**config.mk**
```make
export PLATFORM = sky130hd
export DESIGN_NAME = llpm_div
export DESIGN_NICKNAME = d
export VERILOG_FILES = /design/src/rtl/core/llpm_pkg.sv /design/src/rtl/core/llpm_div.sv
export SDC_FILE = /design/constraint.sdc
export NUM_CORES = 1
export LEC_CHECK = 0
export BUFFER_PORTS_ARGS = -buffer_cell sky130_fd_sc_hd__buf_4
export CAP_MARGIN = 20
export CORE_ASPECT_RATIO = 1.1
export CORE_MARGIN = 5
export CORE_UTILIZATION = 50
export DETAILED_ROUTE_END_ITERATION = 6
export GPL_TIMING_DRIVEN = 0
export HOLD_SLACK_MARGIN = 0.06
export PLACE_DENSITY_LB_ADDON = 0.2
export SYNTH_ARGS = -nofsm -noshare
export SYNTH_HDL_FRONTEND = slang
export SYNTH_SLANG_ARGS = --single-unit
```
**constraint.sdc**
```tcl
create_clock -name clock -period 2.55 [get_ports clock]
set_input_delay 0.255 -clock clock [delete_from_list [all_inputs] [get_ports clock]]
set_output_delay 0.255 -clock clock [all_outputs]
set_load 0.05 [all_outputs]
```
**src/rtl/core/llpm_pkg.sv**
```systemverilog
// Shared types and constants for the level line pixel map.
package llpm_pkg;

   localparam int PIX_W  = 8;
   localparam int STEP_W = 8;
   localparam int OFF_W  = 9;
   localparam int DIFF_W = 11;
   localparam int QUOT_W = 9;
   localparam int IW_W   = 11;
   localparam int MODE_W = 2;
   localparam int IDX_W  = 3;
   localparam int CSR_W  = 11;

   localparam logic [MODE_W-1:0] MODE_LEVEL   = 2'd1;
   localparam logic [MODE_W-1:0] MODE_BILEVEL = 2'd2;

   localparam logic [IDX_W-1:0] REG_IMAGE_WIDTH   = 3'd0;
   localparam logic [IDX_W-1:0] REG_DISPLAY_MODE  = 3'd1;
   localparam logic [IDX_W-1:0] REG_BACKGROUND_ON = 3'd2;
   localparam logic [IDX_W-1:0] REG_GRID_STEP     = 3'd3;
   localparam logic [IDX_W-1:0] REG_GRID_OFFSET   = 3'd4;

   localparam logic [PIX_W-1:0] PIX_WHITE = 8'hFF;
   localparam logic [PIX_W-1:0] PIX_BLACK = 8'h00;
   localparam logic [PIX_W-1:0] DIM_BASE  = 8'd64;

   typedef struct packed {
      logic [PIX_W-1:0] above;
      logic [PIX_W-1:0] prev;
      logic             first_row;
   } ctx_type;

endpackage

```
**src/rtl/core/llpm_div.sv**
```systemverilog
// Bit-serial restoring divider: |diff|/divisor, a quotient bit per step_en cycle.
module llpm_div (
   input  logic                               clock,
   input  logic                               load,
   input  logic                               step_en,
   input  logic signed [llpm_pkg::DIFF_W-1:0] diff,
   input  logic [llpm_pkg::STEP_W-1:0]        divisor,
   output logic [llpm_pkg::QUOT_W-1:0]        quot,
   output logic                               neg
);

   logic [llpm_pkg::DIFF_W-1:0] mag;
   logic [llpm_pkg::QUOT_W-1:0] num_ff;
   logic [llpm_pkg::QUOT_W-1:0] quot_ff;
   logic [llpm_pkg::STEP_W-1:0] rem_ff;
   logic                        neg_ff;
   logic [llpm_pkg::STEP_W:0]   trial;
   logic [llpm_pkg::STEP_W:0]   diff_rem;
   logic                        ge;

   assign mag      = diff[llpm_pkg::DIFF_W-1] ? llpm_pkg::DIFF_W'(-diff)
                                              : llpm_pkg::DIFF_W'(diff);
   assign trial    = {rem_ff, num_ff[llpm_pkg::QUOT_W-1]};
   assign ge       = trial >= {1'b0, divisor};
   assign diff_rem = trial - {1'b0, divisor};

   always_ff @(posedge clock) begin
      if (load) begin
         num_ff  <= mag[llpm_pkg::QUOT_W-1:0];
         quot_ff <= '0;
         rem_ff  <= '0;
         neg_ff  <= diff[llpm_pkg::DIFF_W-1];
      end else if (step_en) begin
         num_ff  <= {num_ff[llpm_pkg::QUOT_W-2:0], 1'b0};
         quot_ff <= {quot_ff[llpm_pkg::QUOT_W-2:0], ge};
         rem_ff  <= ge ? diff_rem[llpm_pkg::STEP_W-1:0] : trial[llpm_pkg::STEP_W-1:0];
      end
   end

   assign quot = quot_ff;
   assign neg  = neg_ff;

endmodule

```
==> run summary, run 1 <==
Routed len/inst = 14.2 um
Hold WS = 0.107 ns
Via density = 5.79
Nets@finish = 259
Post-layout minimum cycle time = 2.33 ns
Final Hold Viols = 0
Status = finished, final reports clean
Critical Path End Type = flop
Fin Clk Skew = 0.000827 ns
PwrDens = 504 nW/um^2
Row count = 22
Initial DRT Pass Iterations = 4
Vias = 1,516
Top cells by area, synth = dfxtp_1, edfxtp_1, nor2_1, ha_1, mux2i_1
Total die area = 4650 um^2
CTS Sinks = 27
RSZ-0062 raised after global routing = false
Most frequent cells in the layout = nor2_1, buf_4, dfxtp_1, inv_1, a21oi_1
IO Pins = 32
Post-route ant nets = 0
Netlist Area Pre-Place = 1690 um^2
CTS buffer count = 3
Die H = 71.1 um
Antenna Cells = 0
Gates resized, CTS repair = 0
Initial Utilization = 0.513
GP Congestion = 0.834
First-pass GRT wire length = 6310 um
Pleak = 0.864 nW
Crit start category = flop
Root buffer cell = clkbuf_4
Seq/Total Area, Yosys = 0.378
Area Growth Syn to Fin = 17.7%
CTS H-tree depth = 1
VDD IR-drop max = 0.000329 V
Top cell type's share of synthesized area = 0.201
DP HPWL = 3000 um
Die extent in x = 65.5 um
Synth Instances = 192
Commonest non-fill, non-tap cell in the layout = nor2_1
Setup-failing EPs final = 0
CP max FO = 2
Hold WC Path Type = input pin to flop
Pins Over Slew Limit = 0
Post-synth top area cell = dfxtp_1
FF+latch area = 641 um^2
Post-CTS Setup Repair Bufs = 0
Crit path kind = flop to flop
Syn Nets = 224
Max_cap viols = 0
F_max = 430 MHz
Clock Latency Late Sink = 0.32 ns
Worst EP arrival = 2.56 ns
CTS tree = built
Fillers = 292
Largest net degree at the start of global routing = 17
WP data required = 2.79 ns
Core area = 3300 um^2
Bufs on Longest Clock Path = 2
DR iter-0 viols = 107
GRT Util Overall = 0.167
Synth Area per Inst = 8.82 um^2
Tcrit/Tclk final = 0.912
# port buffers = 30
Multi-input gate area = 960 um^2
Synth cell types = 45
Clock-pin slew on the worst setup and hold paths = 0.14 ns
Final wirelength = 3720 um
Seq cells post-synth = 27
Global route total overflow = 0
DRC = 0
Initial antenna violation count = 0
Setup TNS = 0 ns
CTS hold repair buffers = 0
Share of cells above drive strength 1 = 0.186
Number of global-route vias before repair = 1,518
Slew of the pin with the lowest slew margin = 0.565 ns
Max_slew headroom = 0.623
Yosys warning count = 0
## final timing paths
path	endpoint	slack [ns]	cells after the start	from
max	rem_ff[6]	0.22	8	num_ff[8]
min reg2reg	rem_ff[5]	0.52	2	rem_ff[5]
max reg2reg	rem_ff[6]	0.22	8	num_ff[8]
min	neg	0.11	1	diff[10]
## per-stage QoR
| stage | setup WS (ns) | cells | total power, mW | instance area (um^2) | util |
|---|---|---|---|---|---|
| 6_report | 0.223 | 262 | 1.00 | 1990 | 0.603 |
| 5_1_grt | 0.112 | 262 | 1.07 | 1990 | 0.603 |
| 4_1_cts | 0.281 | 262 | 1.01 | 1990 | 0.603 |
| 3_5_place_dp | 0.301 | 258 | 0.822 | 1960 | 0.595 |
| 3_3_place_gp | 0.394 | 258 | 0.808 | 1960 | 0.595 |
| 2_1_floorplan | 0.648 | 192 | 0.730 | 1690 | - |
## power breakdown
part	internal [mW]	switching [mW]	total (mW)
clock network	0.0612	0.125	0.186
registers	0.485	0.0191	0.504
logic	0.128	0.186	0.314
total	0.674	0.330	1.00
## flip-flops by register name (all words and copies together), names as in the netlist
| signal | count |
|---|---|
| num_ff | 9 |
| quot | 9 |
| rem_ff | 8 |
| neg | 1 |
## layout make-up
| type | instances | share of cell area |
|---|---|---|
| plain buffers | 8 | 0.0169 |
| clock buffers | 3 | 0.0113 |
| clock inverters | 1 | 0.00314 |
| inverters | 16 | 0.0301 |
| multi-input cells | 141 | 0.481 |
| flip-flops and latches | 27 | 0.321 |
| well taps | 36 | 0.0226 |
| repair buffers | 30 | 0.113 |
## Yosys cell counts, drive strengths merged
| library cell | n |
|---|---|
| a2111o | 1 |
| a211o | 1 |
| a211oi | 4 |
| a21oi | 15 |
| a221oi | 1 |
| a311oi | 2 |
| a31o | 2 |
| a31oi | 1 |
| a32o | 1 |
| and2 | 1 |
| and4 | 1 |
| buf | 4 |
| clkbuf | 4 |
| dfxtp | 17 |
| edfxtp | 10 |
| fa | 1 |
| ha | 9 |
| inv | 16 |
| mux2i | 9 |
| nand2 | 12 |
| nand2b | 3 |
| nand3 | 2 |
| nand3b | 2 |
| nor2 | 32 |
| nor2b | 3 |
| nor4 | 1 |
| o211ai | 2 |
| o21a | 1 |
| o21ai | 8 |
| o21bai | 1 |
| o221ai | 1 |
| o311a | 1 |
| o311ai | 2 |
| o31a | 1 |
| o31ai | 5 |
| o41ai | 2 |
| or3 | 1 |
| or4 | 3 |
| xnor2 | 3 |
| xor2 | 6 |
## cells by family (layout without fill, tap and decap cells)
kind of cell	Yosys count	after routing	synth area share
AO/OA/AOI/OAI	52	52	0.216
AND/OR/NAND/NOR	61	61	0.173
flip-flops	27	27	0.378
adder cells (fa/ha/maj)	10	10	0.0783
buffers and inverters	24	58	0.0554
multiplexers	9	9	0.0532
XOR/XNOR	9	9	0.0465
## critical path, cell delays in order (launching register included)
cell and delay [ns]:
edfxtp_1 0.36, inv_1 0.06, ha_1 0.20, fa_1 0.42, nand2b_1 0.20, a211oi_1 0.36, or4_1 0.16, o311ai_0 0.19
a31o_2 0.30
## per-layer routing
metal | share of wire | track usage | vias up
met2 | 0.52 | 0.304 | 37
met5 | 0 | 0 | -
met3 | 0.043 | 0.0317 | 7
li1 | - | - | 762
met4 | 0.013 | 0.0714 | 0
met1 | 0.43 | 0.185 | 710
No activity file was read; power rests on OpenSTA's default activity.
==> run 2: changes to the inputs <==
--- a/config.mk
+++ b/config.mk
@@ -5,6 +5,7 @@
 export SDC_FILE = /design/constraint.sdc
 export NUM_CORES = 1
 export LEC_CHECK = 0
+export ABC_AREA = 1
 export BUFFER_PORTS_ARGS = -buffer_cell sky130_fd_sc_hd__buf_4
 export CAP_MARGIN = 20
 export CORE_ASPECT_RATIO = 1.1
==> constraint.sdc (replaced) <==
create_clock -name clock -period 2.5 [get_ports clock]
set_input_delay 0.25 -clock clock [delete_from_list [all_inputs] [get_ports clock]]
set_output_delay 0.25 -clock clock [all_outputs]
set_load 0.05 [all_outputs]
==> run 2 against run 1 <==
  * Register-to-register slack improved by 0.52 ns
  * Count of clock-buffer cells in the layout did not move
  * Non-clock buffer count fell by 5
  * Synthesized cell count rose by 18%
  * Core utilization rose by 0.70 points
  * Die area rose by 1.6%
  * Sequential share of layout area fell by 0.63 points
  * Power fell by 9.1%
  * Setup slack improved by 0.52 ns
  * Sequential power fell by 1%
  * Global-route usage fell by 1.3 points
  * Maximum frequency rose by 33%
  * Critical endpoint is now rem_ff[3]
  * Largest cell class unchanged
  * Highest routed layer unchanged
==> run summary, run 2 <==
RSZ-0062 raised after global routing = false
Hold depth = 1
Post-route cell area = 2030 um^2
Post-route ant nets = 0
Netlist Area Pre-Place = 1730 um^2
Routed len/inst = 10.7 um
Worst reg2reg setup slack = 0.75 ns
Top cells by count, synth = nand2_1, inv_1, nor2_1
Endpoint, Worst Hold = neg
CTS tree = built
Core area = 3330 um^2
Max_slew headroom = 0.770
Slowest Stage Delay on Critical Path = 0.35 ns
First-pass GRT wire length = 5830 um
CTS Sinks = 27
Die H = 71.6 um
Top cell type's share of synthesized area = 0.197
Pins Over Slew Limit = 0
Initial Utilization = 0.518
WP data required = 2.72 ns
Number of global-route vias before repair = 1,453
Power Total = 0.913 mW
Bufs on Longest Clock Path = 2
Gates resized, CTS repair = 0
Post-layout minimum cycle time = 1.75 ns
Most frequent cells in the layout = nand2_1, inv_1, buf_4, nor2_1, dfxtp_1
CP max FO = 10
Root buffer cell = clkbuf_4
DR iter-0 viols = 33
Critical Path End Type = flop
Yosys warning count = 0
Setup-failing EPs final = 0
Status = finished, final reports clean
Max_cap viols = 0
Buf+Inv Stages, Crit Path = 1
Synth Area per Inst = 7.64 um^2
CTS hold repair buffers = 0
Fin Clk Skew = 0.0130 ns
IO Pins = 32
Slowest CP cell = dfxtp_1
Pleak = 0.999 nW
Post-synth EDFFs = 10
Hold WC Path Type = input pin to flop
HP Start = load
Clock-pin slew on the worst setup and hold paths = 0.15 ns
Worst reg2reg startpoint = rem_ff[5]
Slew of the pin with the lowest slew margin = 0.344 ns
Worst EP arrival = 1.97 ns
CTS H-tree depth = 1
Clock Latency Late Sink = 0.32 ns
Initial DRT Pass Iterations = 4
Synth cell types = 35
CP top delay family = compound AO/OA/AOI/OAI gates
Share of cells above drive strength 1 = 0.216
Reg2reg end = rem_ff[3]
Post-DP Area = 2000 um^2
Post-synth top area cell = dfxtp_1
Seq/Total Area, Yosys = 0.371
Setup TNS = 0 ns
GRT Util Overall = 0.154
Post-CTS Setup Repair Bufs = 0
Vias = 1,454
Synth Instances = 226
Largest net degree at the start of global routing = 18
Commonest non-fill, non-tap cell in the layout = nand2_1
Row count = 22
F_max = 571 MHz
Top FF cell, synth = dfxtp_1
DRC = 0
GP Congestion = 0.808
Via density = 4.74
Tcrit/Tclk final = 0.701
Most numerous cell in the Yosys netlist = nand2_1
Syn Nets = 258
Nets@finish = 292
Reg2Reg Depth = 10
CTS buffer count = 3
Die extent in x = 66.0 um
Global route total overflow = 0
CP dominant cell by count = nand2_1
Total die area = 4730 um^2
# port buffers = 29
Area Growth Syn to Fin = 17.8%
PwrDens = 449 nW/um^2
Initial antenna violation count = 0
Final Hold Viols = 0
Cell Chain, Critical Path = ha_1 -> nand2_1 -> nand2_1 -> nand2_1 -> nand2_1 -> a21oi_2 -> nand2_4 -> buf_12 -> a21boi_2 -> a21oi_1
DP HPWL = 2740 um
Crit start category = flop
Seq cells post-synth = 27
Top cells by area, synth = dfxtp_1, edfxtp_1, nand2_1, inv_1, ha_1
Ys async rst share = 0
Final wirelength = 3270 um
Antenna Cells = 0
VDD IR-drop max = 0.000403 V
Crit path kind = flop to flop
[run 2: cell types whose count changed in the layout (fill, tap and decap cells not counted), sizes merged, moves of 4 or more]
cell	change
o31ai	-4
a211oi	-4
o21ai	+6
a21oi	-8
inv	+24
clkbuf	-4
o22ai	+7
nor2	-10
nand2	+47
nand3	+12
mux2i	-9
[run 2: power by group]
group          internal (mW)  switching (mW)  total [mW]
combinational         0.0926           0.132       0.225
clock                 0.0623           0.127       0.189
sequential             0.487          0.0119       0.499
[run 2: how the worst max path moves through the flow]
stage	startpoint	endpoint	cells past startpoint
after floorplan	rem_ff[1]	rem_ff[3]	9
after global placement	divisor[6]	rem_ff[3]	12
after detailed placement	divisor[6]	rem_ff[3]	12
after CTS	rem_ff[5]	rem_ff[3]	10
after global routing	rem_ff[5]	rem_ff[5]	12
final	rem_ff[5]	rem_ff[3]	10
[run 2: worst register-to-register path: cells and delay by family, from the launching register on]
family / cells / cell delay, ns
flops: 1 / 0.35
compound gates: 3 / 0.41
fa+ha+maj: 1 / 0.35
buf+inv: 1 / 0.16
simple gates: 5 / 0.38
[run 2: layout make-up]
cell class	instances	area, um^2
Fill cell	351	1300
Multi-Input combinational cell	154	895
Sequential cell	27	641
Timing Repair Buffer	29	218
Inverter	41	154
Tap cell	48	60.1
Buffer	4	37.5
Clock buffer	3	22.5
Clock inverter	1	6.26
[run 2: cell families (layout without fill, tap and decap cells)]
kind of cell	after synthesis	after routing	synth area share
and+or+nand+nor	103	103	0.282
xor gates and xnor gates	8	8	0.0406
adders and majority gates	10	10	0.0768
buffers and inverters	45	78	0.111
DFF	27	27	0.371
AOI/OAI and AO/OA	33	33	0.119
[run 2: metal layers]
layer	GRT usage	wire length, um	up-vias
li1	-	-	794
met1	0.166	1420	631
met2	0.290	1680	24
met3	0.0235	128	5
met4	0.0677	51	0
met5	0	0	-
[run 2: through the flow]
stage | utilization | cells | hold slack (ns) | setup WS (ns)
floorplan | - | 226 | 0.349 | 0.953
global placement | 0.602 | 303 | 0.452 | 0.733
CTS | 0.610 | 307 | 0.0981 | 0.752
finish | 0.610 | 307 | 0.111 | 0.747
global route | 0.610 | 307 | 0.0832 | 0.566
detailed placement | 0.602 | 303 | 0.454 | 0.711
==> run 3: changes to the inputs <==
--- a/config.mk
+++ b/config.mk
@@ -5,7 +5,7 @@
 export SDC_FILE = /design/constraint.sdc
 export NUM_CORES = 1
 export LEC_CHECK = 0
-export ABC_AREA = 1
+export ABC_AREA = 0
 export BUFFER_PORTS_ARGS = -buffer_cell sky130_fd_sc_hd__buf_4
 export CAP_MARGIN = 20
 export CORE_ASPECT_RATIO = 1.1
==> constraint.sdc (replaced) <==
create_clock -name clock -period 1.7 [get_ports clock]
set_input_delay 0.17 -clock clock [delete_from_list [all_inputs] [get_ports clock]]
set_output_delay 0.17 -clock clock [all_outputs]
set_load 0.05 [all_outputs]
==> run 3 against run 2 <==
  * The flow now finishes with violations (setup timing)
  * Routed wire length rose by 24%
  * Clock skew shrank 0.011 ns
  * Die area shrank 1.6%
  * First-iteration DRC count grew to 2.8 times the previous value
  * Global-route usage up 3.0 points
  * Count of clock-buffer cells in the layout unchanged
  * Setup slack got worse by 0.99 ns
  * Critical path type unchanged
  * Highest routed layer unchanged
==> run summary, run 3 (synthesized netlist as in run 1, its figures left out) <==
Hold WC Path Type = input pin to flop
Hold WS = 0.140 ns
IO Pins = 32
Critical Path End Type = flop
Fin Clk Skew = 0.00225 ns
Initial antenna violation count = 0
Most frequent cells in the layout = buf_4, nor2_1, dfxtp_1, inv_1, a21oi_1
First-pass GRT wire length = 6840 um
# port buffers = 30
Initial DRT Pass Iterations = 4
Slew of the pin with the lowest slew margin = 0.615 ns
Slowest CP cell = edfxtp_1
Nets@finish = 271
GRT Util Overall = 0.183
Die extent in x = 65.5 um
Vias = 1,594
CTS Sinks = 27
F_max = 513 MHz
Root buffer cell = clkbuf_4
CP max FO = 2
Clock Latency Late Sink = 0.32 ns
Tcrit/Tclk final = 1.15
Status = finished, violations left
Total die area = 4650 um^2
RSZ-0062 raised after global routing = true
Final wirelength = 4070 um
Largest net degree at the start of global routing = 17
GP Congestion = 0.825
Number of global-route vias before repair = 1,521
Crit path kind = flop to flop
Routed len/inst = 14.9 um
Post-layout minimum cycle time = 1.95 ns
Failing checks = setup timing
DR iter-0 viols = 94
Post-route ant nets = 0
Crit start category = flop
Row count = 22
Bufs on Longest Clock Path = 2
Pins Over Slew Limit = 0
Commonest non-fill, non-tap cell in the layout = buf_4
Global route total overflow = 0
CTS tree = built
WP data required = 1.94 ns
Final Hold Viols = 0
Power Total = 1.70 mW
DRC = 0
Max_slew headroom = 0.590
Area Growth Syn to Fin = 37.6%
Cell Chain, Critical Path = inv_2 -> ha_4 -> fa_2 -> nand2b_4 -> a211oi_4 -> or4_1 -> o311ai_1 -> a31o_2
HP Start = diff[0]
Core area = 3300 um^2
Initial Utilization = 0.513
Setup ws final = -0.248 ns
Antenna Cells = 0
Via density = 5.82
Post-route cell area = 2330 um^2
VDD IR-drop max = 0.000440 V
CTS buffer count = 3
Worst reg2reg startpoint = num_ff[8]
Worst EP arrival = 2.19 ns
Die H = 71.1 um
Crit. Startpoint = num_ff[8]
Slowest Stage Delay on Critical Path = 0.37 ns
Setup TNS = -0.831 ns
Fillers = 275
PwrDens = 730 nW/um^2
Post-DP Area = 2050 um^2
Max_cap viols = 0
Share of cells above drive strength 1 = 0.353
Setup-failing EPs final = 8
Post-Place Setup Slack = -0.323 ns
Pleak = 0.953 nW
DP HPWL = 2970 um
CTS H-tree depth = 1
Clock-pin slew on the worst setup and hold paths = 0.14 ns
==> run 3: changes by cell type in the layout (fill, tap and decap cells not counted), moves of 4 or more <==
| cell | previous run | this run |
|---|---|---|
| nor2_1 | 21 | 30 |
| nand3_1 | 8 | 2 |
| ha_1 | 9 | 2 |
| nand3_2 | 6 | 0 |
| clkbuf_1 | 0 | 4 |
| buf_4 | 30 | 40 |
| o21ai_0 | 10 | 4 |
| ha_4 | 0 | 7 |
| o22ai_1 | 7 | 0 |
| mux2i_1 | 0 | 9 |
| nand2_1 | 54 | 10 |
| a21oi_1 | 6 | 13 |
| inv_1 | 39 | 13 |
==> run 3: layout make-up <==
type                            instances  area [um^2]  area share
Multi-Input combinational cell        141         1180       0.508
Sequential cell                        27          647       0.278
Timing Repair Buffer                   43          332       0.142
Inverter                               16         67.6      0.0290
Tap cell                               36         45.0      0.0193
Buffer                                  7         26.3      0.0113
Clock buffer                            3         22.5     0.00966
Clock inverter                          1         6.26     0.00268
==> run 3: critical path: cells and delay by family (launching register included) <==
kind	cells	cell delay, ns
compound gates	3	0.64
fa+ha+maj	2	0.48
buf+inv	1	0.05
flops	1	0.37
simple gates	2	0.31
==> run 3: final timing paths <==
kind	endpoint	cells after the start	slack, ns
max reg2reg	rem_ff[6]	8	-0.25
min	num_ff[0]	2	0.14
min reg2reg	quot[8]	2	0.52
max	rem_ff[6]	8	-0.25
==> run 3: per-layer routing <==
metal / global-route usage / vias to the layer above / share of wire
li1: - / 789 / -
met1: 0.216 / 750 / 0.41
met5: 0 / - / 0
met3: 0.0190 / 7 / 0.037
met2: 0.336 / 48 / 0.54
met4: 0.0691 / 0 / 0.013
==> run 3: stage by stage <==
step | instances | util
final | 274 | 0.706
after global routing | 274 | 0.706
after CTS | 272 | 0.698
after detailed placement | 258 | 0.619
after global placement | 258 | 0.619
after floorplan | 192 | -
==> run 3: timing repair <==
| item | CTS | global route |
|---|---|---|
| setup buffers | 8 | 3 |
| endpoints found under the setup margin | 9 | 9 |
| pin swaps | 15 | 1 |
| hold endpoints to repair | 2 | 0 |
| resized for setup | 34 | 4 |
| hold buffers | 2 | 0 |
==> run 3: where the power goes <==
part / switching [mW] / internal [mW]
combinational: 0.352 / 0.303
clock: 0.190 / 0.0918
sequential: 0.0372 / 0.728
